`config.mk`:
```
export PLATFORM = sky130hd
export DESIGN_NAME = sibg_queue
export DESIGN_NICKNAME = d
export VERILOG_FILES = /design/src/sv/sibg_pkg.sv /design/src/sv/sibg_queue.sv
export SDC_FILE = /design/constraint.sdc
export NUM_CORES = 1
export LEC_CHECK = 0
export ABC_AREA = 1
export BUFFER_PORTS_ARGS = -buffer_cell sky130_fd_sc_hd__buf_2
export CELL_PAD_IN_SITES_DETAIL_PLACEMENT = 1
export CELL_PAD_IN_SITES_GLOBAL_PLACEMENT = 1
export CORE_ASPECT_RATIO = 0.5
export CORE_UTILIZATION = 51
export DETAILED_ROUTE_END_ITERATION = 8
export GPL_TIMING_DRIVEN = 1
export PLACE_DENSITY = 0.81
export SETUP_SLACK_MARGIN = 0.3
export SLEW_MARGIN = 5
export SYNTH_ARGS = -nofsm -noshare
export SYNTH_HDL_FRONTEND = slang
export SYNTH_SLANG_ARGS = --single-unit
```
`constraint.sdc`:
```
create_clock -name clk -period 25.9 [get_ports clk]
set_input_delay 0 -clock clk [delete_from_list [all_inputs] [get_ports clk]]
set_output_delay 0 -clock clk [all_outputs]
set_load 0.05 [all_outputs]
```
`src/sv/sibg_pkg.sv`:
```
`timescale 1ns / 1ps
`default_nettype none
// ----------------------------------------------------------------------------
// sibg_pkg: shared types and constants of the slab geometry unit
// Widths of coordinates, normal, thickness and internal products, the register
// map and the item structs that travel between the front, queue and back.
// ----------------------------------------------------------------------------
package sibg_pkg;

  // Field widths
  localparam int COORD_W    = 32;
  localparam int NORM_W     = 18;
  localparam int NORM_FRAC  = 16;
  localparam int THICK_W    = 31;
  localparam int DIST_W     = 31;
  localparam int CFG_DATA_W = 32;
  localparam int CFG_IDX_W  = 4;

  // Internal widths
  localparam int PROD_W   = COORD_W + 1 + NORM_W;   // (point - center) * normal
  localparam int POS_W    = PROD_W + 3;             // 2 * sum of three products
  localparam int SW       = POS_W + 1;              // signed work width
  localparam int ABS_W    = SW;                     // |num|, |den|
  localparam int SQR_W    = 2 * COORD_W;            // one squared component
  localparam int SQ_W     = SQR_W + 2;              // squared length
  localparam int ROOT_W   = SQ_W / 2;               // floor(sqrt) width
  localparam int RREM_W   = ROOT_W + 3;             // root remainder
  localparam int NUMP_W   = ABS_W + ROOT_W;         // |num| * length
  localparam int MSPLIT   = 28;                     // split point of wide factors
  localparam int MW       = SW + NORM_W;            // mirror product width

  // Queue between front and back
  localparam int QUEUE_DEPTH = 4;
  localparam int QPTR_W      = $clog2(QUEUE_DEPTH);

  // Register map
  typedef enum logic [CFG_IDX_W-1:0] {
    REG_CENTER_X = 4'd0,
    REG_CENTER_Y = 4'd1,
    REG_CENTER_Z = 4'd2,
    REG_NORMAL_X = 4'd3,
    REG_NORMAL_Y = 4'd4,
    REG_NORMAL_Z = 4'd5,
    REG_THICK    = 4'd6,
    REG_INVERTED = 4'd7
  } cfg_reg_t;

  typedef struct packed {
    logic [2:0][COORD_W-1:0] center;
    logic [2:0][NORM_W-1:0]  normal;
    logic [THICK_W-1:0]      thick;
    logic                    inv;
  } cfg_t;

  typedef struct packed {
    logic signed [COORD_W-1:0] p_x;
    logic signed [COORD_W-1:0] p_y;
    logic signed [COORD_W-1:0] p_z;
    logic signed [COORD_W-1:0] q_x;
    logic signed [COORD_W-1:0] q_y;
    logic signed [COORD_W-1:0] q_z;
  } in_item_t;

  typedef struct packed {
    logic                      p_inside;
    logic                      q_inside;
    logic                      wall_valid;
    logic [DIST_W-1:0]         wall_dist;
    logic                      normal_valid;
    logic [DIST_W-1:0]         normal_dist;
    logic signed [COORD_W-1:0] mirror_x;
    logic signed [COORD_W-1:0] mirror_y;
    logic signed [COORD_W-1:0] mirror_z;
  } out_item_t;

  // Results the front finishes on its own
  typedef struct packed {
    logic                    pin;
    logic                    qin;
    logic                    wv;
    logic [DIST_W-1:0]       nd;
    logic [2:0][COORD_W-1:0] mirror;
  } meta_t;

  // Queue entry: finished results plus the wall distance operands
  typedef struct packed {
    meta_t             meta;
    logic              go;
    logic [ABS_W-1:0]  anum;
    logic [ABS_W-1:0]  aden;
    logic [SQ_W-1:0]   len2;
  } q_ent_t;

endpackage
`default_nettype wire

```
`src/sv/sibg_queue.sv`:
```
`timescale 1ns / 1ps
`default_nettype none
// ----------------------------------------------------------------------------
// sibg_queue: short item queue between front and back
// Register queue with wrap-bit pointers; push and pop in the same cycle.
// ----------------------------------------------------------------------------
module sibg_queue
  import sibg_pkg::*;
(
  input  wire logic clk,
  input  wire logic rst_n,
  input  wire logic push_valid,
  output logic      push_ready,
  input  q_ent_t    push_data,
  output logic      pop_valid,
  input  wire logic pop_ready,
  output q_ent_t    pop_data
);

  logic [QPTR_W:0] wp_r, rp_r;
  q_ent_t          mem_r [QUEUE_DEPTH];
  logic            full_w, empty_w;

  assign empty_w    = (wp_r == rp_r);
  assign full_w     = (wp_r[QPTR_W] != rp_r[QPTR_W]) &&
                      (wp_r[QPTR_W-1:0] == rp_r[QPTR_W-1:0]);
  assign push_ready = !full_w;
  assign pop_valid  = !empty_w;
  assign pop_data   = mem_r[rp_r[QPTR_W-1:0]];

  // Advance pointers
  always_ff @(posedge clk) begin
    if (!rst_n) begin
      wp_r <= '0;
      rp_r <= '0;
    end else begin
      if (push_valid && !full_w) wp_r <= wp_r + 1'b1;
      if (pop_ready && !empty_w) rp_r <= rp_r + 1'b1;
    end
  end

  // Store the pushed item
  always_ff @(posedge clk) begin
    if (push_valid && !full_w) begin
      mem_r[wp_r[QPTR_W-1:0]] <= push_data;
    end
  end

endmodule
`default_nettype wire

```
After elaboration in Yosys (flattened, before gate mapping)
Memories as Yosys holds them, arrays and structs flattened. A register that Yosys moved wholly into a read port is not among the register bits.
Cells that the tools add are included.

word-level totals
  input bits = 311
  register bits after elaboration = 6
  output and inout bits = 309
  ROM bits = 0
  latch bits = 0
  memories kept = 1
  logic and storage cells = 17
  memory bits (writable) = 1228

cells by class
  magnitude comparators = 0
  equal/unequal tests = 3
  $mul = 0
  add/subtract/negate cells = 2
  shift operators = 0
  divide/modulo/power cells = 0
  bitwise operators = 0
  muxes and demuxes = 4
  reduce and logical (&&, ||, !) cells = 5

memory list
  memory  words  bits a word  read ports  clocked after memory_dff  wr ports  RTL line          RTL
  mem_r   4      307          1           1                         1         sibg_queue.sv:21  q_ent_t mem_r [QUEUE_DEPTH];

operators by type and width
  kind                 count
  $add 3x1->3 const B  2
  $mux 2               2
  $eq 3x3->1           1
  $logic_and 1x1->1    3
  $eq 2x2->1           1
  $logic_not 1->1      2
  $mux 1               2
  $ne 1x1->1           1

Longest topological paths before layout
Gate-level depths: netlist of run 1.

  depth after elaboration = 6
  depth in mapped cells = 8
  depth with buffers taken out = 7

Least setup slack after synthesis of run 1
No wires, ideal clock.

  path kind = reg2reg
  start = reg wp_r[1]
  end = mem mem_r[0][0] (netlist name), enable pin
  data required time = 24917 ps
  arrival = 14025 ps
  buffers on the path = 0
  cell stages (with the launch flop) = 7
  period minus slack after synthesis = 15009 ps
  setup slack = 10891 ps
  path through = dfxtp_1 inv_1 nand2_1 nand2_1 nand3_1 nand2_1 nor2_1

on the way
  longest elaborated chain between the ends = 6

ends and longest elaborated chain
  what                          RTL line          RTL
  from (decl)                   sibg_queue.sv:20  logic [QPTR_W:0] wp_r, rp_r;
  from (signal assigned)        sibg_queue.sv:37  if (push_valid && !full_w) wp_r <= wp_r + 1'b1;
  $eq 2x2->1                    sibg_queue.sv:26  (wp_r[QPTR_W-1:0] == rp_r[QPTR_W-1:0]);
  $logic_and 1x1->1             sibg_queue.sv:25  assign full_w = (wp_r[QPTR_W] != rp_r[QPTR_W]) &&
  $logic_not 1->1               -
  via push_ready                sibg_queue.sv:13  output logic push_ready,
  $logic_and 1x1->1             sibg_queue.sv:44  if (push_valid && !full_w) begin
  $mux 1                        sibg_queue.sv:44
  $mux 1 (not written as such)  sibg_queue.sv:45  mem_r[wp_r[QPTR_W-1:0]] <= push_data;
  to (decl)                     sibg_queue.sv:21

The timed path passes the listed nets, and every way through them passes these cells.

==> results of run 1 <==
## sequential cells by signal (all words and copies together), names as in the netlist, named ones only
signal and cells:
mem_r 1228, rp_r 3, wp_r 3
## layer usage
metal  part of all wire (%)  track usage (%)  routed length, um  vias to the layer above
li1                       -                -                  -                    13331
met1                     35             34.6              52900                    16206
met2                     52             55.6              78700                     1760
met3                    5.8             4.28               8860                      585
met4                    7.7             20.4              11700                        0
met5                      0                0                  0                        -
## area by class of cell
cell class,count,area (sq um),area share (%)
Multi-Input combinational cell,1586,7570,13.5
Sequential cell,1236,37000,66.2
Clock inverter,53,419,0.749
Tap cell,1185,1480,2.65
Timing Repair Buffer,958,6500,11.6
Inverter,16,82.6,0.148
Antenna cell,37,92.6,0.165
Clock buffer,134,2780,4.96
## where the power goes
part	total (mW)	switching, mW	internal (mW)
Combinational	1.17	0.926	0.240
Clock	1.59	0.768	0.827
Sequential	2.34	0.0386	2.30
Total	5.10	1.73	3.37
## per-stage QoR
| step | area, sq um | cells | total power [mW] | hold WS, ps | setup slack (ps) |
|---|---|---|---|---|---|
| 6_report | 56000 | 5205 | 5.10 | 80.7 | 21050 |
| 4_1_cts | 55900 | 5168 | 5.01 | 29.4 | 21270 |
| 2_1_floorplan | 45600 | 3041 | 3.16 | 98.9 | 10890 |
| 3_5_place_dp | 49600 | 4669 | 3.45 | 215 | 22020 |
| 3_3_place_gp | 49600 | 4669 | 3.41 | 209 | 22110 |
| 5_1_grt | 56000 | 5201 | 5.21 | 63.6 | 20890 |
## kinds of logic (layout without fill, tap and decap cells)
kind of cell | after synthesis | count (layout) | share of synthesized area, %
AO/OA/AOI/OAI | 927 | 927 | 11.0
buffers and inverters | 219 | 1161 | 2.24
adder cells (fa/ha/maj) | 5 | 5 | 0.137
flip-flops | 1236 | 1236 | 81.2
other | 0 | 37 | 0
AND/OR/NAND/NOR | 654 | 654 | 5.40
## synthesized netlist by cell type, drive strengths merged
library cell and n:
o21ai 614, inv 15, ha 5, clkbuf 131, edfxtp 1228, nand2 22, dfxtp 8, nand3 8
o22ai 307, clkinv 1, nor2 624, a21oi 6, buf 72
## worst paths after layout
path | from | endpoint | slack, ps | depth (start not counted)
setup / recovery | flip-flop | pop_data[299] | 21050 | 6
hold reg to reg | wp_r[2] | wp_r[2] | 630 | 2
hold / removal | push_data[290] | mem_r[2][290] | 80 | 2
setup reg to reg | wp_r[0] | mem_r[0][99] | 21900 | 8
==> summary.txt, run 1 <==
Run status
  – Outcome: finished, final reports clean

Finish
  – Fin util: a little over three fifths
  – Commonest non-fill, non-tap cells in the layout: 1,228 x edfxtp_1, 621 x nor2_1, 619 x buf_2
  – Layout cells sized above 1: 19.7%
  – Filler instances: 8,409
  – Commonest non-fill, non-tap cell in the layout: edfxtp_1
  – Layout area overhead: 22.7%
  – Layout Nets: around 4,200

STA
  – Slew @ Worst Pin: about 1200 ps
  – Max-slew violations: 0
  – Final cycle utilization of the critical path: roughly a fifth
  – Unrepaired setup endpoints after global routing: false
  – Final setup fails: 0
  – Max Clk Rate: ~0.21 GHz
  – Fin. Hold Viols: 0
  – Fin crit period: 4850 ps
  – Setup_tns: 0 ps
  – Clk_skew: between 50 and 60 ps
  – Relative slew slack: between 20% and 30%

Die
  – Initial Utilization: roughly half
  – Site row count: 77
  – Num ports: 620
  – Core box area: 0.0884 sq mm
  – Die H: ~210 um
  – Die ar.: ~0.091 sq mm
  – Die X: around 420 um

Critical path
  – CP Cell Sequence: inv_8 > buf_12 > buf_4 > o21ai_0 > o22ai_1 > buf_2
  – Crit path max-delay family: buffers and inverters
  – Critical Path RT: 25,900 ps
  – CP bufs+invs: 4
  – Worst setup path class: flip-flop to output port
  – CP max stage cell: buf_4
  – WP data arrival: 4850 ps
  – Max incr delay on CP: about 940 ps
  – Worst Setup Start Kind: flip-flop
  – Type of destination of the critical path: output port
  – CP Max Fanout: ~210

Synth
  – Register area share after synthesis: 81.2%
  – Yosys cell types: 17
  – Synth Register Bits: 1,236
  – Synthesized cell area: ~0.046 sq mm
  – Syn nets: 3,357
  – Syn Inst Count: slightly above 3,000
  – Synth area leaders: edfxtp_1 81%, nor2_1 5.1%, o22ai_1 4.2%
  – Area leader, netlist: edfxtp_1
  – Area share of the largest cell type after synthesis: 80.8%
  – Syn_area_per_cell: approximately 15 sq um
  – Yosys warnings: 0

Routing
  – First-pass DRT Iterations: 6
  – Detail Route Antenna Nets: 0
  – Wirelength per Cell: 29.3 um
  – Vias/cell: ~6.1
  – DRT Wirelength: 152,000 um
  – DRC violations left: 0
  – Total number of vias: between 30,000 and 40,000
  – DR iter-0 viols: approximately 3,500

Placed design
  – Gpl congestion: just under 0.8
  – Detailed-placement wirelength estimate: 73,400 um
  – IO Port Bufs: 619

Clock tree
  – Cts hold-fix bufs: roughly 310
  – CTS Buffer Depth: 3
  – Clock transition at path regs: roughly 90 ps
  – H-tree lvl count: 3
  – Root Buffer: clkbuf_16
  – CTS Buf Count: around 110
  – Worst skew pair latency: around 700 ps
  – Resized cells post-CTS: 0
  – # Post-CTS Setup Buffers: 0
  – Clock sink total: about 1,200
  – CTS tree: built

Min path
  – Min-Delay Path Class: input pin to flip-flop

Global route
  – Grt total ovfl: 0
  – Antenna violations before repair: 28
  – Vias in the first global route: approximately 33,000
  – GRT Resource Usage Total: between 30 and 40%
  – First-pass GRT wire length: 209,000 um
  – Largest net degree at the start of global routing: 220

Pwr
  – Pwr Density: 91.1 mW/mm^2
  – VDD IR max: about 0.055 mV
  – Leak: just under 20 nW

Job
  – Maxcap violations: 0
Note: power is estimated with default switching activity, not from simulation.
==> run 2: changes to the inputs <==
- CORE_UTILIZATION: 51 -> 43
- PLACE_DENSITY: 0.81 -> 0.73
- clock period: 25.9 -> 4.3 ns (I/O delays scaled with it)
==> run 2 against run 1 <==
Register-to-register slack got worse by 20000 ps; sequential power increased to 6.0 times the previous value; worst hold slack got worse by 38 ps; die area increased by 18%; critical path depth decreased by 1; sequential share of layout area decreased by 1.4 points; the flow now finishes with violations (DRC); global-route usage decreased by 7.0 points; combinational power increased to 5.9 times the previous value; routed wire length decreased by 12%; clock power increased to 6.0 times the previous value; critical path type unchanged; power increased to 6.0 times the previous value; largest power group unchanged; setup slack got worse by 20000 ps.
==> summary.txt, run 2 (synthesis gave the netlist of run 1 again) <==
Run status
  – Outcome: complete, but fails checks
  – Violated checks: DRC

STA
  – Worst setup margin: about 1000 ps
  – Max-slew violations: 0
  – Fin crit period: ~3300 ps
  – Fin. Hold Viols: 0
  – Clk_skew: around 28 ps
  – Slew @ Worst Pin: around 1100 ps
  – Hold_ws: ~43 ps
  – Max Clk Rate: between 0.3 and 0.4 GHz
  – Unrepaired setup endpoints after global routing: false
  – Relative slew slack: between 20% and 30%
  – Final setup fails: 0
  – Final cycle utilization of the critical path: between 70% and 80%

Critical path
  – Critical Path RT: 4300 ps
  – R2R Path Start: wp_r[0]
  – Reg2reg setup slack: about 1600 ps
  – R2R depth: 8
  – Type of destination of the critical path: output port
  – CP endpoint: pop_data[3]
  – Worst Setup Start Kind: flip-flop
  – WP data arrival: ~3300 ps
  – CP Max Fanout: 137
  – Reg-to-Reg End: mem_r[3][261]
  – Worst setup path class: flip-flop to output port

Routing
  – DRT Wirelength: approximately 130,000 um
  – First-pass DRT Iterations: 7
  – Wirelength per Cell: around 24 um
  – DR iter-0 viols: 1,926
  – Total number of vias: around 30,000
  – DRC violations left: 2
  – Vias/cell: roughly 5.5
  – Detail Route Antenna Nets: 0

Die
  – Die ar.: about 0.11 sq mm
  – Core box area: roughly 0.11 sq mm
  – Initial Utilization: about 43%
  – Die X: approximately 460 um
  – Site row count: 84
  – Die H: around 230 um
  – Num ports: 620

Pwr
  – Comb power frac: between 20% and 30%
  – VDD IR max: approximately 0.40 mV
  – Leak: between 15 and 20 nW
  – Int Pwr: slightly above 20 mW
  – Net Sw Frac: about a third
  – Part of the power in registers: between 40% and 50%
  – Clock power frac: between 30% and 40%
  – Pwr Density: ~530 mW/mm^2
  – Power, Total: around 31 mW
  – Psw: about 10 mW

Finish
  – Non-filler cells, final: approximately 5,500
  – Largest register FFs: around 1,200
  – Layout Nets: between 4,000 and 5,000
  – Layout area overhead: 25.3%
  – Layout cells sized above 1: about a fifth
  – Filler instances: 10,366
  – Commonest non-fill, non-tap cells in the layout: 1,228 x edfxtp_1, 621 x nor2_1, 619 x buf_2
  – Commonest non-fill, non-tap cell in the layout: edfxtp_1

Clock tree
  – Clock transition at path regs: roughly 70 ps
  – CTS tree: built
  – Root Buffer: clkbuf_16
  – H-tree lvl count: 3
  – Clock sink total: ~1,200
  – CTS Buffer Depth: 3
  – # Post-CTS Setup Buffers: 0
  – Resized cells post-CTS: 0
  – CTS Buf Count: 107
  – Worst skew pair latency: approximately 700 ps

Job
  – Maxcap violations: 0

Placed design
  – Placed insts: about 4,900
  – IO Port Bufs: slightly above 600
  – Detailed-placement wirelength estimate: between 70,000 and 80,000 um
  – Gpl congestion: 0.783
  – DP Worst Slack: roughly 1600 ps

Min path
  – Min-Delay Path Class: input pin to flip-flop

Global route
  – Grt total ovfl: 0
  – Antenna violations before repair: 25
  – Largest net degree at the start of global routing: approximately 180
  – GRT Resource Usage Total: 23.9%
  – Vias in the first global route: 31,661
  – First-pass GRT wire length: slightly below 200,000 um
## run 2: cell types whose count changed in the layout (fill, tap and decap cells not counted), moves of 6 or more
| cell | before | now |
|---|---|---|
| dlygate4sd3_1 | 312 | 349 |
| buf_12 | 6 | 24 |
| clkinv_2 | 13 | 25 |
| diode_2 | 37 | 30 |
| clkinv_1 | 29 | 23 |
| clkinvlp_4 | 0 | 6 |
## run 2: worst min path at each step
| stage | from | endpoint | slack [ps] | cells past startpoint |
|---|---|---|---|---|
| 5_1_grt | push_data[280] | mem_r[0][280] | 30 | 2 |
| 6_report | push_data[224] | mem_r[3][224] | 40 | 2 |
| 2_1_floorplan | push_data[0] | mem_r[0][0] | 100 | 0 |
| 4_1_cts | push_data[224] | mem_r[1][224] | 1 | 2 |
| 3_3_place_gp | push_data[28] | mem_r[0][28] | 210 | 1 |
| 3_5_place_dp | push_data[285] | mem_r[2][285] | 210 | 1 |
## run 2: final cells by class
class / count / area, sq um / area share [%]
diodes: 30 / 75.1 / 0.131
clock buffers: 136 / 2880 / 5.04
clock inverters: 64 / 499 / 0.873
inverters: 16 / 78.8 / 0.138
multi-input cells: 1586 / 7600 / 13.3
flip-flops and latches: 1236 / 37000 / 64.8
well taps: 1419 / 1780 / 3.11
repair buffers: 1008 / 7190 / 12.6
## run 2: power by group through the flow
stage                     clock [mW]  sequential (mW)  combinational (mW)
final                           9.60             14.0                6.93
after global routing            10.2             14.0                7.22
after CTS                       9.67             14.0                6.89
after detailed placement           0             14.3                6.57
after global placement             0             14.2                6.43
after floorplan                    0             14.3                4.58
## run 2: per-stage QoR
step           utilization, %  cell area (sq um)  setup TNS, ps
2_1_floorplan               -              45700       -1940060
3_3_place_gp             47.8              50200              0
3_5_place_dp             47.8              50200              0
4_1_cts                  54.3              57100              0
5_1_grt                  54.4              57100              0
6_report                 54.4              57200              0
## run 2: worst max-delay path, stage by stage (launching register included)
cell and delay, ps:
dfxtp_4 530, inv_8 710, buf_4 580, o21ai_0 170, o22ai_1 270, buf_2 320
## run 2: repair_timing
| action | in CTS | in global routing |
|---|---|---|
| setup endpoints to repair | 0 | 0 |
| endpoints found under the hold margin | 1247 | 0 |
| hold buffers | 349 | 0 |
## run 2: metal layers
| metal | GRT usage [%] | share of wire (%) | wire, um | vias up |
|---|---|---|---|---|
| met5 | 0 | 0.010 | 14 | - |
| met4 | 13.2 | 5.9 | 7830 | 2 |
| met3 | 3.35 | 3.4 | 4540 | 337 |
| met2 | 44.6 | 54 | 72500 | 836 |
| met1 | 26.4 | 36 | 48600 | 15517 |
| li1 | - | - | - | 13436 |
