`src/sv/sibg_pkg.sv`:
```
`timescale 1ns / 1ps
`default_nettype none
// ----------------------------------------------------------------------------
// sibg_pkg: shared types and constants of the slab geometry unit
// Widths of coordinates, normal, thickness and internal products, the register
// map and the item structs that travel between the front, queue and back.
// ----------------------------------------------------------------------------
package sibg_pkg;

  // Field widths
  localparam int COORD_W    = 32;
  localparam int NORM_W     = 18;
  localparam int NORM_FRAC  = 16;
  localparam int THICK_W    = 31;
  localparam int DIST_W     = 31;
  localparam int CFG_DATA_W = 32;
  localparam int CFG_IDX_W  = 4;

  // Internal widths
  localparam int PROD_W   = COORD_W + 1 + NORM_W;   // (point - center) * normal
  localparam int POS_W    = PROD_W + 3;             // 2 * sum of three products
  localparam int SW       = POS_W + 1;              // signed work width
  localparam int ABS_W    = SW;                     // |num|, |den|
  localparam int SQR_W    = 2 * COORD_W;            // one squared component
  localparam int SQ_W     = SQR_W + 2;              // squared length
  localparam int ROOT_W   = SQ_W / 2;               // floor(sqrt) width
  localparam int RREM_W   = ROOT_W + 3;             // root remainder
  localparam int NUMP_W   = ABS_W + ROOT_W;         // |num| * length
  localparam int MSPLIT   = 28;                     // split point of wide factors
  localparam int MW       = SW + NORM_W;            // mirror product width

  // Queue between front and back
  localparam int QUEUE_DEPTH = 4;
  localparam int QPTR_W      = $clog2(QUEUE_DEPTH);

  // Register map
  typedef enum logic [CFG_IDX_W-1:0] {
    REG_CENTER_X = 4'd0,
    REG_CENTER_Y = 4'd1,
    REG_CENTER_Z = 4'd2,
    REG_NORMAL_X = 4'd3,
    REG_NORMAL_Y = 4'd4,
    REG_NORMAL_Z = 4'd5,
    REG_THICK    = 4'd6,
    REG_INVERTED = 4'd7
  } cfg_reg_t;

  typedef struct packed {
    logic [2:0][COORD_W-1:0] center;
    logic [2:0][NORM_W-1:0]  normal;
    logic [THICK_W-1:0]      thick;
    logic                    inv;
  } cfg_t;

  typedef struct packed {
    logic signed [COORD_W-1:0] p_x;
    logic signed [COORD_W-1:0] p_y;
    logic signed [COORD_W-1:0] p_z;
    logic signed [COORD_W-1:0] q_x;
    logic signed [COORD_W-1:0] q_y;
    logic signed [COORD_W-1:0] q_z;
  } in_item_t;

  typedef struct packed {
    logic                      p_inside;
    logic                      q_inside;
    logic                      wall_valid;
    logic [DIST_W-1:0]         wall_dist;
    logic                      normal_valid;
    logic [DIST_W-1:0]         normal_dist;
    logic signed [COORD_W-1:0] mirror_x;
    logic signed [COORD_W-1:0] mirror_y;
    logic signed [COORD_W-1:0] mirror_z;
  } out_item_t;

  // Results the front finishes on its own
  typedef struct packed {
    logic                    pin;
    logic                    qin;
    logic                    wv;
    logic [DIST_W-1:0]       nd;
    logic [2:0][COORD_W-1:0] mirror;
  } meta_t;

  // Queue entry: finished results plus the wall distance operands
  typedef struct packed {
    meta_t             meta;
    logic              go;
    logic [ABS_W-1:0]  anum;
    logic [ABS_W-1:0]  aden;
    logic [SQ_W-1:0]   len2;
  } q_ent_t;

endpackage
`default_nettype wire

```
`src/sv/sibg_cfg.sv`:
```
`timescale 1ns / 1ps
`default_nettype none
// ----------------------------------------------------------------------------
// sibg_cfg: configuration registers
// Holds slab center, normal, thickness and invert flag; drops writes to
// indexes beyond the map and high data bits beyond each register's width.
// ----------------------------------------------------------------------------
module sibg_cfg
  import sibg_pkg::*;
(
  input  wire logic                  clk,
  input  wire logic                  rst_n,
  input  wire logic                  cfg_we,
  input  wire logic [CFG_IDX_W-1:0]  cfg_idx,
  input  wire logic [CFG_DATA_W-1:0] cfg_data,
  output cfg_t                       cfg
);

  cfg_t cfg_r;

  // Write the addressed register
  always_ff @(posedge clk) begin
    if (!rst_n) begin
      cfg_r.center <= '0;
      cfg_r.normal <= {NORM_W'(0), NORM_W'(0), NORM_W'(1 << NORM_FRAC)};
      cfg_r.thick  <= THICK_W'(1 << NORM_FRAC);
      cfg_r.inv    <= 1'b0;
    end else if (cfg_we) begin
      case (cfg_idx)
        REG_CENTER_X: cfg_r.center[0] <= cfg_data[COORD_W-1:0];
        REG_CENTER_Y: cfg_r.center[1] <= cfg_data[COORD_W-1:0];
        REG_CENTER_Z: cfg_r.center[2] <= cfg_data[COORD_W-1:0];
        REG_NORMAL_X: cfg_r.normal[0] <= cfg_data[NORM_W-1:0];
        REG_NORMAL_Y: cfg_r.normal[1] <= cfg_data[NORM_W-1:0];
        REG_NORMAL_Z: cfg_r.normal[2] <= cfg_data[NORM_W-1:0];
        REG_THICK:    cfg_r.thick     <= cfg_data[THICK_W-1:0];
        REG_INVERTED: cfg_r.inv       <= cfg_data[0];
        default: ;
      endcase
    end
  end

  assign cfg = cfg_r;

endmodule
`default_nettype wire

```
`config.mk`:
```
export PLATFORM = sky130hd
export DESIGN_NAME = sibg_cfg
export DESIGN_NICKNAME = d
export VERILOG_FILES = /design/src/sv/sibg_pkg.sv /design/src/sv/sibg_cfg.sv
export SDC_FILE = /design/constraint.sdc
export NUM_CORES = 1
export LEC_CHECK = 0
export ABC_AREA = 0
export BUFFER_PORTS_ARGS = -buffer_cell sky130_fd_sc_hd__buf_2
export CORE_MARGIN = 2
export CORE_UTILIZATION = 50
export DETAILED_ROUTE_END_ITERATION = 16
export HOLD_SLACK_MARGIN = 0.1
export PLACE_DENSITY = 0.84
export REMOVE_ABC_BUFFERS = 1
export SLEW_MARGIN = 20
export SYNTH_ARGS = -nofsm -noshare
export SYNTH_HDL_FRONTEND = slang
export SYNTH_SLANG_ARGS = --single-unit
```
`constraint.sdc`:
```
create_clock -name clk -period 1.5 [get_ports clk]
set_input_delay 0.15 -clock clk [delete_from_list [all_inputs] [get_ports clk]]
set_output_delay 0.15 -clock clk [all_outputs]
set_load 0.05 [all_outputs]
```
# Yosys cells after proc, flatten, opt, wreduce, memory -nomap -nowiden
# Cells that the tools add are included.
word_totals:
  ff_bits: 182
  inputBits: 39
  out_inout_bits: 182
  elab_cells: 24
classes:
  eq_ne: 7
  n_reduce_logical: 9
ops:
  columns: ["op", "n"]
  rows:
  - ["== test 4 x 3 -> 1 bit (second input constant)", 4]
  - ["AND reduction 2 bit", 8]
  - ["== test 4 x 2 -> 1 bit (second input constant)", 2]
  - ["== test 4 x 1 -> 1 bit (second input constant)", 1]
  - ["zero test 4 bit", 1]

# Depth between registers and ports, before layout
# Gate-level depths: netlist (run 1).
depth:
  depth_word: 2
  ltp_mapped: 5
  depth_no_buf: 3

# Worst setup path after synthesis (run 1)
# Ideal clock, no wire load.
synth_path:
  kind: "in2reg"
  startpoint: "input cfg_idx[3]"
  endpoint: "register cfg_r (netlist bit cfg[57])"
  setup_time_ps: 124
  arrival_ps: 1031
  required_ps: 1376
  path_slack_ps: 345
  cell_stages: 5
  path_buffers: 2
  path_cell_list: "nand3b_4 -> or3_1 -> buf_6 -> buf_6 -> mux2i_1"
synth_between:
  elab_chain_cells: 2
synth_rtl:
  columns: ["element", "line", "source"]
  rows:
  - ["from (decl)", "sibg_cfg.sv:14", "input wire logic [CFG_IDX_W-1:0] cfg_idx,"]
  - ["== test 4 x 3 -> 1 bit", "sibg_cfg.sv:29", "case (cfg_idx)"]
  - ["AND reduction 2 bit (no line)", null, null]
  - ["to (decl)", "sibg_cfg.sv:19", "cfg_t cfg_r;"]
# Every way passes these cells.
# A chain may end at the register's enable or synchronous reset.

# Worst setup path after layout (run 1)
layout_path:
  startpoint: "input cfg_idx[3]"
  endpoint: "register cfg_r (netlist bit cfg[14])"
# The elaborated chain is that of the path after synthesis.

==> out/summary.txt, run 1 <==
GLOBAL ROUTING
--------------------------------------------------------------------------------------------------------
Wire length of the first global-routing pass ..............................................    25,700 um
Overflow left after global routing ........................................................            0
Total GRT Usage ...........................................................................        22.7%
Largest net degree at the start of global routing .........................................           41
Vias in the first global route ............................................................        5,178
Initial antenna violation count ...........................................................            0

CTS
--------------------------------------------------------------------------------------------------------
Clk Tree Root Cell ........................................................................ sky130_fd_sc_hd__clkbuf_16
Num Clock Sinks ...........................................................................          182
Maximum clock insertion buffer count ......................................................            2
CTS H-tree lvls ...........................................................................            4
CTS tree ..................................................................................          yes
Post-CTS clock slew at the launch and capture registers of the worst setup and hold paths .      0.06 ns
Inserted Clock Buffers ....................................................................           17
Clock latency of the later-clocked register in the worst-skew pair ........................      0.42 ns

SYNTHESIS
--------------------------------------------------------------------------------------------------------
Avg Cell Area, Syn ........................................................................     10.4 um2
Post-Synthesis Cell Area ..................................................................     6610 um2
Yosys top cell by area .................................................................... sky130_fd_sc_hd__dfxtp_1
Post-synthesis sequential area ratio ......................................................        55.1%
Top cells by area in the synthesized netlist .............................................. sky130_fd_sc_hd__dfxtp_1 55%, sky130_fd_sc_hd__mux2i_1 27%, sky130_fd_sc_hd__nand2_1 12%
Post-synth cell types .....................................................................           17
Cells after synthesis .....................................................................          634
Fraction of post-synthesis cell area in the top cell type by area .........................        55.1%
Flops & latches, synth ....................................................................          182
Synth warnings ............................................................................            0

FLOORPLANNING
--------------------------------------------------------------------------------------------------------
Number of placement rows ..................................................................           42
Count of pins on the block boundary .......................................................          221
Die ar. ...................................................................................   14,200 um2
Die Width .................................................................................       119 um
Area inside the core boundary .............................................................   13,100 um2
Initial cell density of the core ..........................................................        50.5%
Die height ................................................................................       119 um

TIMING
--------------------------------------------------------------------------------------------------------
Pin slew with the least headroom to its limit .............................................     0.356 ns
Final number of max-transition violations .................................................            0
Count of endpoints failing setup in the final report ......................................            0
Fin crit share ............................................................................        97.5%
Shortest period the worst path allows .....................................................      1.46 ns
Worst slew margin relative to its limit ...................................................        76.3%
Worst Setup Slack, final ..................................................................    0.0381 ns
Sum of negative setup slack ...............................................................         0 ns
Post-Route Skew ...........................................................................         0 ns
Fin. Hold Viols ...........................................................................            0
Fmax ......................................................................................      684 MHz
Hold Worst Slack ..........................................................................     0.136 ns

POWER AND IR DROP
--------------------------------------------------------------------------------------------------------
Fraction of power consumed by the clock network ...........................................        42.2%
Leakage Power .............................................................................      4.64 nW
Worst IR Drop VDD .........................................................................   0.000716 V
Portion of total power attributed to combinational logic ..................................         7.8%
Power Dens Cells ..........................................................................  1120 nW/um2
Net switching power figure ................................................................      2.31 mW
Int Power .................................................................................      7.55 mW
Fraction of power spent switching nets ....................................................        23.4%
Sequential share of power .................................................................        50.0%

PLACEMENT
--------------------------------------------------------------------------------------------------------
IO buf count ..............................................................................          220
Pre-CTS setup slack .......................................................................     0.126 ns
Post-DP HPWL ..............................................................................    10,600 um
Gpl congestion ............................................................................        0.742

RUN
--------------------------------------------------------------------------------------------------------
Number of violations of the max-capacitance limit .........................................            0

SETUP PATH
--------------------------------------------------------------------------------------------------------
Maximum net fanout on the critical path ...................................................           16
Launching point of the worst reg2reg path .................................................      cfg[40]
Startpoint kind of the worst setup timing path ............................................ primary input
FF-to-FF setup slack ......................................................................      0.87 ns
Worst setup path endpoint .................................................................      cfg[14]
Launch point of the critical path .........................................................   cfg_idx[3]
R2R depth .................................................................................            2
Crit Path Category ........................................................................    in -> reg
Arrival time reported for the critical path endpoint ......................................      1.80 ns
Type of element capturing the critical path ...............................................     register
Required time at the endpoint of the critical path ........................................      1.84 ns
RR Endpoint ...............................................................................      cfg[40]

STATUS
--------------------------------------------------------------------------------------------------------
Outcome ................................................................................... complete, no violations

ROUTING
--------------------------------------------------------------------------------------------------------
Vias per Instance .........................................................................         4.95
Number of nets with antenna violations after detailed routing .............................            0
Iter 0 DRT Violations .....................................................................          241
Routed wire per std cell ..................................................................      15.0 um
Sum of routed wire length over all layers .................................................    16,000 um
Number of detailed-route iterations in the first pass .....................................            4
Via total after detailed routing ..........................................................        5,272
Post-detailed-route DRC marker count ......................................................            0

FINAL LAYOUT
--------------------------------------------------------------------------------------------------------
Max FFs per register ......................................................................          182
Final net count ...........................................................................          916
Number of diodes added for antenna fixing .................................................            0
Area delta synth->final ...................................................................        33.3%
Fillers ...................................................................................        1,014
Share of cells above drive strength 1 .....................................................        31.5%

WORST HOLD PATH
--------------------------------------------------------------------------------------------------------
Class of the tightest hold or removal check ...............................................    in -> reg

worst min path at each step:
stage	from	to	slack, ns	depth (start not counted)
2_1_floorplan	rst_n	cfg[10]	0.30	2
3_3_place_gp	cfg[74]	cfg[74]	0.44	2
3_5_place_dp	cfg[76]	cfg[76]	0.44	2
4_1_cts	cfg_data[12]	cfg[130]	0.12	3
5_1_grt	cfg_data[1]	cfg[51]	0.16	3
6_report	cfg_data[1]	cfg[119]	0.14	3
placed cells by master, fill, tap and decap left out, types with 2 or more instances in the layout:
| master | instances |
|---|---|
| sky130_fd_sc_hd__buf_4 | 17 |
| sky130_fd_sc_hd__nor2b_1 | 3 |
| sky130_fd_sc_hd__clkbuf_8 | 3 |
| sky130_fd_sc_hd__buf_12 | 10 |
| sky130_fd_sc_hd__dfxtp_1 | 182 |
| sky130_fd_sc_hd__buf_2 | 219 |
| sky130_fd_sc_hd__clkbuf_1 | 3 |
| sky130_fd_sc_hd__nor3b_4 | 2 |
| sky130_fd_sc_hd__clkinvlp_4 | 4 |
| sky130_fd_sc_hd__nand3b_1 | 2 |
| sky130_fd_sc_hd__nand2_1 | 212 |
| sky130_fd_sc_hd__dlygate4sd3_1 | 21 |
| sky130_fd_sc_hd__clkbuf_16 | 17 |
| sky130_fd_sc_hd__mux2i_1 | 181 |
cell usage after synthesis, drive strengths merged:
library cell,n
dfxtp,182
nor2,1
nor2b,3
o211ai,1
nand2,213
nor3b,3
buf,19
clkbuf,25
or3,1
mux2i,181
and3,1
o31ai,1
nand3b,3
final cells by class:
type	count	area, um2	area share [%]
Sequential cell	182	3640	41.3
Multi-Input combinational cell	408	2750	31.2
Clock buffer	23	478	5.42
Tap cell	176	220	2.50
Timing Repair Buffer	268	1650	18.7
Clock inverter	7	73.8	0.837
stage by stage:
step | util [%] | power, mW | cells | cell area, um2
final | 67.4 | 9.86 | 1064 | 8810
after global routing | 67.4 | 10.2 | 1064 | 8810
after CTS | 67.2 | 9.91 | 1063 | 8800
after detailed placement | 61.4 | 5.75 | 1012 | 8030
after global placement | 61.4 | 5.74 | 1012 | 8030
after floorplan | - | 5.44 | 590 | 6370
per-layer routing:
metal | vias to the layer above | global-route usage, % | wire [um]
li1 | 2570 | - | -
met5 | - | 0 | 0
met4 | 0 | 8.56 | 242
met1 | 2510 | 28.0 | 7060
met3 | 25 | 6.51 | 1020
met2 | 167 | 37.8 | 7680
worst max-delay path, stage by stage:
cell and delay, ns:
sky130_fd_sc_hd__dlygate4sd3_1 0.55, sky130_fd_sc_hd__buf_2 0.15, sky130_fd_sc_hd__nand3b_4 0.19, sky130_fd_sc_hd__nor3b_4 0.31, sky130_fd_sc_hd__buf_12 0.22, sky130_fd_sc_hd__mux2i_1 0.22
cells by family (layout without fill, tap and decap cells):
logic type | Yosys count | count (layout) | share of synthesized area, %
AO/OA/AOI/OAI | 2 | 2 | 0.227
flip-flops | 182 | 182 | 55.1
multiplexers | 181 | 181 | 27.4
buffers and inverters | 44 | 298 | 3.61
AND/OR/NAND/NOR | 225 | 225 | 13.6
what timing repair did:
item	CTS	global route
hold buffers	21	0
endpoints found under the setup margin	0	77
setup buffers	0	1
endpoints found under the hold margin	71	0
gates resized for setup	0	2
power groups by stage:
| stage | combinational (mW) | sequential, mW | clock, mW |
|---|---|---|---|
| CTS | 0.759 | 4.93 | 4.22 |
| global placement | 0.708 | 5.03 | 0 |
| floorplan | 0.184 | 5.25 | 0 |
| finish | 0.765 | 4.93 | 4.16 |
| detailed placement | 0.716 | 5.03 | 0 |
| global route | 0.817 | 4.93 | 4.43 |
Note: power is estimated with default switching activity, not from simulation.
==> run 2: changes to the inputs <==
--- a/config.mk
+++ b/config.mk
@@ -6,14 +6,13 @@
 export NUM_CORES = 1
 export LEC_CHECK = 0
 export ABC_AREA = 0
-export BUFFER_PORTS_ARGS = -buffer_cell sky130_fd_sc_hd__buf_2
 export CORE_MARGIN = 2
 export CORE_UTILIZATION = 50
 export DETAILED_ROUTE_END_ITERATION = 16
+export DONT_BUFFER_PORTS = 1
 export HOLD_SLACK_MARGIN = 0.1
-export PLACE_DENSITY = 0.84
+export PLACE_DENSITY = 0.7
 export REMOVE_ABC_BUFFERS = 1
-export SLEW_MARGIN = 20
 export SYNTH_ARGS = -nofsm -noshare
 export SYNTH_HDL_FRONTEND = slang
 export SYNTH_SLANG_ARGS = --single-unit
==> run 2 against run 1 <==
  * The run now fails in 4_1_cts
  * Area after synthesis unchanged
  * Synthesized cell count unchanged
==> out/summary.txt, run 2 <==
SYNTHESIS
--------------------------------------------------------------------------------------------
Proportion of register bits with asynchronous set or reset after synthesis ....           0%   unchanged
Post-synthesis sequential area ratio ..........................................        55.1%   unchanged
Avg Cell Area, Syn ............................................................     10.4 um2   unchanged
Xor and xnor area share after synthesis .......................................           0%   unchanged
Mux share of post-synthesis cell area .........................................        27.4%   unchanged
Top_reg_cell synth ............................................................ sky130_fd_sc_hd__dfxtp_1
Count of flip-flops with a built-in enable after synthesis ....................            0   unchanged
Cells after synthesis .........................................................          634   unchanged
Leading cell types by count after synthesis ................................... 213 x sky130_fd_sc_hd__nand2_1, 182 x sky130_fd_sc_hd__dfxtp_1, 181 x sky130_fd_sc_hd__mux2i_1
Post-Synthesis Cell Area ......................................................     6610 um2   unchanged
Adder-cell area share of the yosys netlist ....................................           0%   unchanged
Fraction of the mapped netlist area in compound gates .........................       0.227%   unchanged
Yosys top cell by area ........................................................ sky130_fd_sc_hd__dfxtp_1
Fraction of post-synthesis cell area in the top cell type by area .............        55.1%   unchanged
Synth warnings ................................................................            0   unchanged
Dominant combinational cell family by area after synthesis .................... multiplexers
Flops & latches, synth ........................................................          182   unchanged
Top cells by area in the synthesized netlist .................................. sky130_fd_sc_hd__dfxtp_1 55%, sky130_fd_sc_hd__mux2i_1 27%, sky130_fd_sc_hd__nand2_1 12%
Post-synth cell types .........................................................           17   unchanged
Basic-gate share of the synthesized area counting and, or, nand and nor cells .        13.6%   unchanged
Library cell with the highest instance count after synthesis .................. sky130_fd_sc_hd__nand2_1

STATUS
--------------------------------------------------------------------------------------------
Stopping stage ................................................................      4_1_cts
Outcome ....................................................................... stopped before the end
Tool error .................................................................... [ERROR RSZ-0060] Max buffer count reached.

CTS
--------------------------------------------------------------------------------------------
CTS H-tree lvls ...............................................................            4   unchanged
Gates resized, CTS repair .....................................................            0   unchanged
Post-CTS Setup Repair Bufs ....................................................            0   unchanged
Num Clock Sinks ...............................................................          182   unchanged
Clk Tree Root Cell ............................................................ sky130_fd_sc_hd__clkbuf_16
Maximum clock insertion buffer count ..........................................            2   unchanged
Inserted Clock Buffers ........................................................           17   unchanged
Hold bufs inserted after CTS ..................................................          182   +770%

PLACEMENT
--------------------------------------------------------------------------------------------
Gpl congestion ................................................................        0.792   +6.7%
Pre-CTS setup slack ...........................................................     0.258 ns   +0.132 ns
IO buf count ..................................................................            0   -100%
Post-DP HPWL ..................................................................    10,100 um   -4.2%

FLOORPLANNING
--------------------------------------------------------------------------------------------
Number of placement rows ......................................................           42   unchanged
Initial cell density of the core ..............................................        50.5%   unchanged
Count of pins on the block boundary ...........................................          221   unchanged
Die height ....................................................................       119 um   unchanged
Die Width .....................................................................       119 um   unchanged

-- run 2: cell counts after synthesis --
Identical to the previous run, type by type.
-- run 2: logic make-up after synthesis --
| kind of cell | after synthesis |
|---|---|
| simple gates | 225 |
| mux | 181 |
| buf+inv | 44 |
| compound gates | 2 |
| flops | 182 |
-- run 2: metrics by stage --
step	TNS, ns	cell area, um2	std cells
3_3_place_gp	0	7480	876
2_1_floorplan	-85.42	6370	590
3_5_place_dp	0	7480	876
==> run 3: changes to the inputs <==
--- a/config.mk
+++ b/config.mk
@@ -7,11 +7,10 @@
 export LEC_CHECK = 0
 export ABC_AREA = 0
 export CORE_MARGIN = 2
-export CORE_UTILIZATION = 50
+export CORE_UTILIZATION = 35
 export DETAILED_ROUTE_END_ITERATION = 16
 export DONT_BUFFER_PORTS = 1
-export HOLD_SLACK_MARGIN = 0.1
-export PLACE_DENSITY = 0.7
+export PLACE_DENSITY_LB_ADDON = 0.15
 export REMOVE_ABC_BUFFERS = 1
 export SYNTH_ARGS = -nofsm -noshare
 export SYNTH_HDL_FRONTEND = slang
==> run 3 against run 2 <==
  * The flow now finishes without violations
==> out/summary.txt, run 3 (synthesis results as in run 1) <==
STATUS
--------------------------------------------------------------------------------------------------------
Outcome ................................................................................... complete, no violations

FINAL LAYOUT
--------------------------------------------------------------------------------------------------------
Area used by multi-input combinational logic ..............................................     2740 um2
Seq. cell area ............................................................................     3680 um2
Most frequent standard cell in the layout excluding fill and tap cells .................... sky130_fd_sc_hd__nand2_1
Max FFs per register ......................................................................          182
Most frequent cells in the layout ......................................................... 212 x sky130_fd_sc_hd__nand2_1, 181 x sky130_fd_sc_hd__mux2i_1, 156 x sky130_fd_sc_hd__dfxtp_1
Fillers ...................................................................................        1,666
Area delta synth->final ...................................................................        50.3%
Final net count ...........................................................................          944
Number of diodes added for antenna fixing .................................................            0
Share of cells above drive strength 1 .....................................................        22.3%
Final cell area excluding filler cells ....................................................     9940 um2

RUN
--------------------------------------------------------------------------------------------------------
Number of violations of the max-capacitance limit .........................................            0

POWER AND IR DROP
--------------------------------------------------------------------------------------------------------
Worst IR Drop VDD .........................................................................   0.000757 V
Power after layout ........................................................................      10.0 mW
Leakage Power .............................................................................      4.39 nW
Power Dens Cells ..........................................................................  1010 nW/um2

FLOORPLANNING
--------------------------------------------------------------------------------------------------------
Initial cell density of the core ..........................................................        35.5%   -15 points
Number of placement rows ..................................................................           50   +19%
Count of pins on the block boundary .......................................................          221   unchanged
Area inside the core boundary .............................................................   18,600 um2
Die Width .................................................................................       141 um   +19%
Die height ................................................................................       141 um   +19%
Die ar. ...................................................................................   20,000 um2

SETUP PATH
--------------------------------------------------------------------------------------------------------
Launching point of the worst reg2reg path .................................................      cfg[29]
Required time at the endpoint of the critical path ........................................      1.85 ns
Launch point of the critical path .........................................................      cfg[29]
Type of element capturing the critical path ...............................................     register
Startpoint kind of the worst setup timing path ............................................     register
Maximum net fanout on the critical path ...................................................            2
Arrival time reported for the critical path endpoint ......................................      1.70 ns
Crit Path Category ........................................................................   reg -> reg

PLACEMENT
--------------------------------------------------------------------------------------------------------
Post-place instance area ..................................................................     7790 um2   +4.1%
Gpl congestion ............................................................................        0.776   -2.0%
Post-DP HPWL ..............................................................................    11,100 um   +9.1%
Pre-CTS setup slack .......................................................................     0.278 ns   +0.0203 ns
IO buf count ..............................................................................            0   unchanged

ROUTING
--------------------------------------------------------------------------------------------------------
Via total after detailed routing ..........................................................        5,431
Post-detailed-route DRC marker count ......................................................            0
Number of nets with antenna violations after detailed routing .............................            0
Vias per Instance .........................................................................         4.72
Routed wire per std cell ..................................................................      16.5 um
Iter 0 DRT Violations .....................................................................          153
Sum of routed wire length over all layers .................................................    18,900 um
Number of detailed-route iterations in the first pass .....................................            4

GLOBAL ROUTING
--------------------------------------------------------------------------------------------------------
Wire length of the first global-routing pass ..............................................    29,700 um
Total GRT Usage ...........................................................................        18.9%
Largest net degree at the start of global routing .........................................          153
Vias in the first global route ............................................................        5,596
Initial antenna violation count ...........................................................            0
Overflow left after global routing ........................................................            0

TIMING
--------------------------------------------------------------------------------------------------------
Setup repair after global routing missed its margin .......................................        false
Post-Route Skew ...........................................................................         0 ns
Worst slew margin relative to its limit ...................................................        63.8%
Pin slew with the least headroom to its limit .............................................     0.542 ns
Fmax ......................................................................................      738 MHz
Worst Setup Slack, final ..................................................................     0.145 ns
Shortest period the worst path allows .....................................................      1.35 ns
Fin. Hold Viols ...........................................................................            0
Final number of max-transition violations .................................................            0
Count of endpoints failing setup in the final report ......................................            0
Fin crit share ............................................................................        90.3%

CTS
--------------------------------------------------------------------------------------------------------
Inserted Clock Buffers ....................................................................           17   unchanged
Clk Tree Root Cell ........................................................................ sky130_fd_sc_hd__clkbuf_16
CTS tree ..................................................................................          yes
CTS H-tree lvls ...........................................................................            4   unchanged
Num Clock Sinks ...........................................................................          182   unchanged
Post-CTS Setup Repair Bufs ................................................................            0   unchanged
Maximum clock insertion buffer count ......................................................            2   unchanged
Post-CTS clock slew at the launch and capture registers of the worst setup and hold paths .      0.07 ns
Clock latency of the later-clocked register in the worst-skew pair ........................      0.41 ns

WORST HOLD PATH
--------------------------------------------------------------------------------------------------------
Beginning of the worst hold path ..........................................................  cfg_data[4]
Class of the tightest hold or removal check ...............................................    in -> reg

[run 3: through the flow]
stage	cells	utilization [%]	TNS, ns	hold WS, ns
2_1_floorplan	590	-	-85.42	0.298
3_3_place_gp	968	41.8	0	0.321
3_5_place_dp	968	41.8	0	0.328
4_1_cts	1150	53.1	0	0.00221
5_1_grt	1150	53.3	0	0.0380
6_report	1150	53.3	0	0.0375
[run 3: final timing paths]
path              end  cells after the start  slack (ns)
max           cfg[29]                      4        0.15
min           cfg[72]                      2        0.04
max reg2reg   cfg[29]                      4        0.15
min reg2reg  cfg[158]                      2        0.48
[run 3: layout make-up]
class                   count  area share [%]
well taps                 234            2.95
repair buffers            296            26.6
clock inverters             7           0.982
multi-input cells         408            27.6
clock buffers              23            4.81
flip-flops and latches    182            37.0
[run 3: per-layer routing]
layer / track usage (%) / wire [um] / vias to the layer above
met5: 0 / 0 / -
met4: 4.53 / 128 / 0
met3: 6.88 / 1460 / 12
met2: 33.4 / 9510 / 156
met1: 21.8 / 7830 / 2638
li1: - / - / 2625
[run 3: what timing repair did]
item | in CTS | in global routing
endpoints found under the hold margin | 182 | 0
gates resized for setup | 0 | 27
hold buffers | 152 | 0
endpoints found under the setup margin | 0 | 32
[run 3: power breakdown]
group          switching [mW]  total (mW)  internal [mW]
clock                    1.84        4.42           2.58
combinational           0.388       0.612          0.225
sequential             0.0859        4.98           4.90
[run 3: worst max-delay path, stage by stage (launching register included)]
cell and delay, ns:
sky130_fd_sc_hd__dfxtp_1 0.31, sky130_fd_sc_hd__buf_4 0.20, sky130_fd_sc_hd__nand2_1 0.07, sky130_fd_sc_hd__dlygate4sd3_1 0.57, sky130_fd_sc_hd__mux2i_1 0.14
==> run 4: changes to the inputs <==
--- a/config.mk
+++ b/config.mk
@@ -7,11 +7,10 @@
 export LEC_CHECK = 0
 export ABC_AREA = 0
 export CORE_MARGIN = 2
-export CORE_UTILIZATION = 35
+export CORE_UTILIZATION = 40
 export DETAILED_ROUTE_END_ITERATION = 16
 export DONT_BUFFER_PORTS = 1
 export PLACE_DENSITY_LB_ADDON = 0.15
-export REMOVE_ABC_BUFFERS = 1
 export SYNTH_ARGS = -nofsm -noshare
 export SYNTH_HDL_FRONTEND = slang
 export SYNTH_SLANG_ARGS = --single-unit
==> constraint.sdc (replaced) <==
create_clock -name clk -period 1.6 [get_ports clk]
set_input_delay 0.16 -clock clk [delete_from_list [all_inputs] [get_ports clk]]
set_output_delay 0.16 -clock clk [all_outputs]
set_load 0.05 [all_outputs]
==> run 4 against run 3 <==
  * Non-clock buffer count is 87 lower
  * Critical path type unchanged
  * Core utilization is 3.3 points higher
  * Sequential cell count stayed put
  * Largest power group unchanged
==> out/summary.txt, run 4 (synthesis results as in run 1) <==
STATUS
--------------------------------------------------------------------------------------------------------
Outcome ................................................................................... complete, no violations

FINAL LAYOUT
--------------------------------------------------------------------------------------------------------
Final net count ...........................................................................          857   -9.2%
Most frequent standard cell in the layout excluding fill and tap cells .................... sky130_fd_sc_hd__nand2_1
Area delta synth->final ...................................................................        40.0%
Number of diodes added for antenna fixing .................................................            0   unchanged
Fillers ...................................................................................        1,425   -14%
Most frequent cells in the layout ......................................................... 212 x sky130_fd_sc_hd__nand2_1, 181 x sky130_fd_sc_hd__mux2i_1, 155 x sky130_fd_sc_hd__dfxtp_1
Area used by multi-input combinational logic ..............................................     2740 um2   about the same
Seq. cell area ............................................................................     3680 um2   about the same
Max FFs per register ......................................................................          182   unchanged
Share of cells above drive strength 1 .....................................................        15.1%   -7.2 points
Final Non-Filler Cells ....................................................................        1,050   -8.7%

CTS
--------------------------------------------------------------------------------------------------------
CTS H-tree lvls ...........................................................................            4   unchanged
Clock latency of the later-clocked register in the worst-skew pair ........................      0.42 ns   about the same
Maximum clock insertion buffer count ......................................................            2   unchanged
Clk Tree Root Cell ........................................................................ sky130_fd_sc_hd__clkbuf_16
Inserted Clock Buffers ....................................................................           17   unchanged
Num Clock Sinks ...........................................................................          182   unchanged
Post-CTS Setup Repair Bufs ................................................................            0   unchanged
Post-CTS clock slew at the launch and capture registers of the worst setup and hold paths .      0.07 ns   about the same
CTS tree ..................................................................................          yes

FLOORPLANNING
--------------------------------------------------------------------------------------------------------
Area inside the core boundary .............................................................   16,300 um2   -12%
Initial cell density of the core ..........................................................        40.4%   +5.0 points
Number of placement rows ..................................................................           47   -6.0%
Count of pins on the block boundary .......................................................          221   unchanged
Die ar. ...................................................................................   17,600 um2   -12%
Die Width .................................................................................       133 um   -6.3%
Die height ................................................................................       133 um   -6.3%

TIMING
--------------------------------------------------------------------------------------------------------
Worst slew margin relative to its limit ...................................................        62.9%   -0.93 points
Count of endpoints failing setup in the final report ......................................            0   unchanged
Fin crit share ............................................................................        97.3%   +6.9 points
Fin. Hold Viols ...........................................................................            0   unchanged
Final number of max-transition violations .................................................            0   unchanged
Sum of negative setup slack ...............................................................         0 ns   unchanged
Fmax ......................................................................................      643 MHz   -13%
Post-Route Skew ...........................................................................         0 ns   unchanged
Setup repair after global routing missed its margin .......................................        false
Shortest period the worst path allows .....................................................      1.56 ns   +0.201 ns
Pin slew with the least headroom to its limit .............................................     0.556 ns   +0.0139 ns

SETUP PATH
--------------------------------------------------------------------------------------------------------
Maximum net fanout on the critical path ...................................................            2   unchanged
Crit Path Category ........................................................................   reg -> reg
Startpoint kind of the worst setup timing path ............................................     register
Required time at the endpoint of the critical path ........................................      1.96 ns   +0.11 ns
Type of element capturing the critical path ...............................................     register
Arrival time reported for the critical path endpoint ......................................      1.92 ns   +0.22 ns

POWER AND IR DROP
--------------------------------------------------------------------------------------------------------
Fraction of power consumed by the clock network ...........................................        45.1%   +1.0 points
Power Dens Cells ..........................................................................  1030 nW/um2   +1.8%
Portion of total power attributed to combinational logic ..................................         4.6%   -1.5 points
Leakage Power .............................................................................      3.88 nW   -12%
Int Power .................................................................................      7.26 mW   -5.7%
Worst IR Drop VDD .........................................................................   0.000725 V   -4.1%
Net switching power figure ................................................................      2.24 mW   -3.3%
Sequential share of power .................................................................        50.3%   +0.5 points
Fraction of power spent switching nets ....................................................        23.6%   +0.45 points

GLOBAL ROUTING
--------------------------------------------------------------------------------------------------------
Initial antenna violation count ...........................................................            0   unchanged
Wire length of the first global-routing pass ..............................................    30,000 um   +1.1%
Overflow left after global routing ........................................................            0   unchanged
Largest net degree at the start of global routing .........................................          148   -3.3%
Total GRT Usage ...........................................................................        22.0%   +3.1 points
Vias in the first global route ............................................................        5,384   -3.8%

PLACEMENT
--------------------------------------------------------------------------------------------------------
IO buf count ..............................................................................            0   unchanged
Post-Place Cells ..........................................................................          872   -9.9%
Gpl congestion ............................................................................        0.770   -0.77%
Post-DP HPWL ..............................................................................    11,200 um   +1.3%

ROUTING
--------------------------------------------------------------------------------------------------------
Number of detailed-route iterations in the first pass .....................................            4   unchanged
Iter 0 DRT Violations .....................................................................          169   +10%
Vias per Instance .........................................................................         5.01   +6.0%
Post-detailed-route DRC marker count ......................................................            0   unchanged
Sum of routed wire length over all layers .................................................    19,300 um   +2.1%
Via total after detailed routing ..........................................................        5,257   -3.2%
Routed wire per std cell ..................................................................      18.4 um   +12%
Number of nets with antenna violations after detailed routing .............................            0   unchanged

SYNTHESIS
--------------------------------------------------------------------------------------------------------
Number of nets in the synthesized netlist .................................................          673

RUN
--------------------------------------------------------------------------------------------------------
Number of violations of the max-capacitance limit .........................................            0   unchanged

WORST HOLD PATH
--------------------------------------------------------------------------------------------------------
Class of the tightest hold or removal check ...............................................    in -> reg

-- run 4: cell types whose count changed in the layout (fill, tap and decap cells not counted), moves of 2 or more --
cell / before / now
sky130_fd_sc_hd__buf_4: 142 / 61
sky130_fd_sc_hd__clkbuf_1: 3 / 1
sky130_fd_sc_hd__clkbuf_8: 3 / 1
sky130_fd_sc_hd__clkinv_2: 1 / 4
sky130_fd_sc_hd__dlygate4sd3_1: 150 / 146
sky130_fd_sc_hd__inv_6: 0 / 2
-- run 4: repair_timing --
action,4_1_cts,5_1_grt
endpoints found under the hold margin,182,0
hold buffers,147,0
endpoints found under the setup margin,0,27
resized for setup,0,27
-- run 4: layout make-up --
type | count | share of cell area (%)
sequential | 182 | 39.7
multi-input combinational | 408 | 29.6
timing repair buffer | 209 | 21.2
clock buffer | 19 | 4.78
tap | 220 | 2.97
clock inverter | 12 | 1.65
-- run 4: per-stage QoR --
stage	hold slack [ns]	power [mW]	worst slack, ns	utilization, %	cell area [um2]
global placement	0.321	5.20	0.380	43.7	7140
global route	0.0141	9.79	0.000920	56.6	9260
detailed placement	0.329	5.20	0.363	43.7	7140
finish	0.0232	9.50	0.0439	56.6	9260
CTS	0.00173	9.57	0.0658	56.4	9220
floorplan	0.331	5.17	0.435	-	6610
-- run 4: metal layers --
| metal | track usage [%] | vias up | share of wire (%) |
|---|---|---|---|
| li1 | - | 2468 | - |
| met1 | 25.2 | 2591 | 41 |
| met2 | 37.9 | 167 | 50 |
| met3 | 7.51 | 31 | 6.8 |
| met4 | 7.95 | 0 | 2.3 |
| met5 | 0 | - | 0 |
-- run 4: critical path, cell delays in order (launching register included) --
cell and delay, ns:
sky130_fd_sc_hd__dfxtp_1 0.67, sky130_fd_sc_hd__nand2_1 0.11, sky130_fd_sc_hd__dlygate4sd3_1 0.59, sky130_fd_sc_hd__mux2i_1 0.12
-- run 4: power groups by stage --
stage               logic (mW)  registers, mW  clock network (mW)
floorplan                0.245           4.92                   0
global placement         0.316           4.88                   0
detailed placement       0.323           4.88                   0
CTS                      0.436           4.78                4.36
global route             0.465           4.78                4.55
finish                   0.437           4.78                4.28
-- run 4: final timing paths --
| path | startpoint | to | slack, ns | cells after the start |
|---|---|---|---|---|
| worst max-delay path | cfg[4] | cfg[4] | 0.04 | 3 |
| worst min-delay path | cfg_we | cfg[0] | 0.02 | 3 |
| worst max register to register | cfg[4] | cfg[4] | 0.04 | 3 |
| worst min register to register | cfg[131] | cfg[131] | 0.48 | 2 |
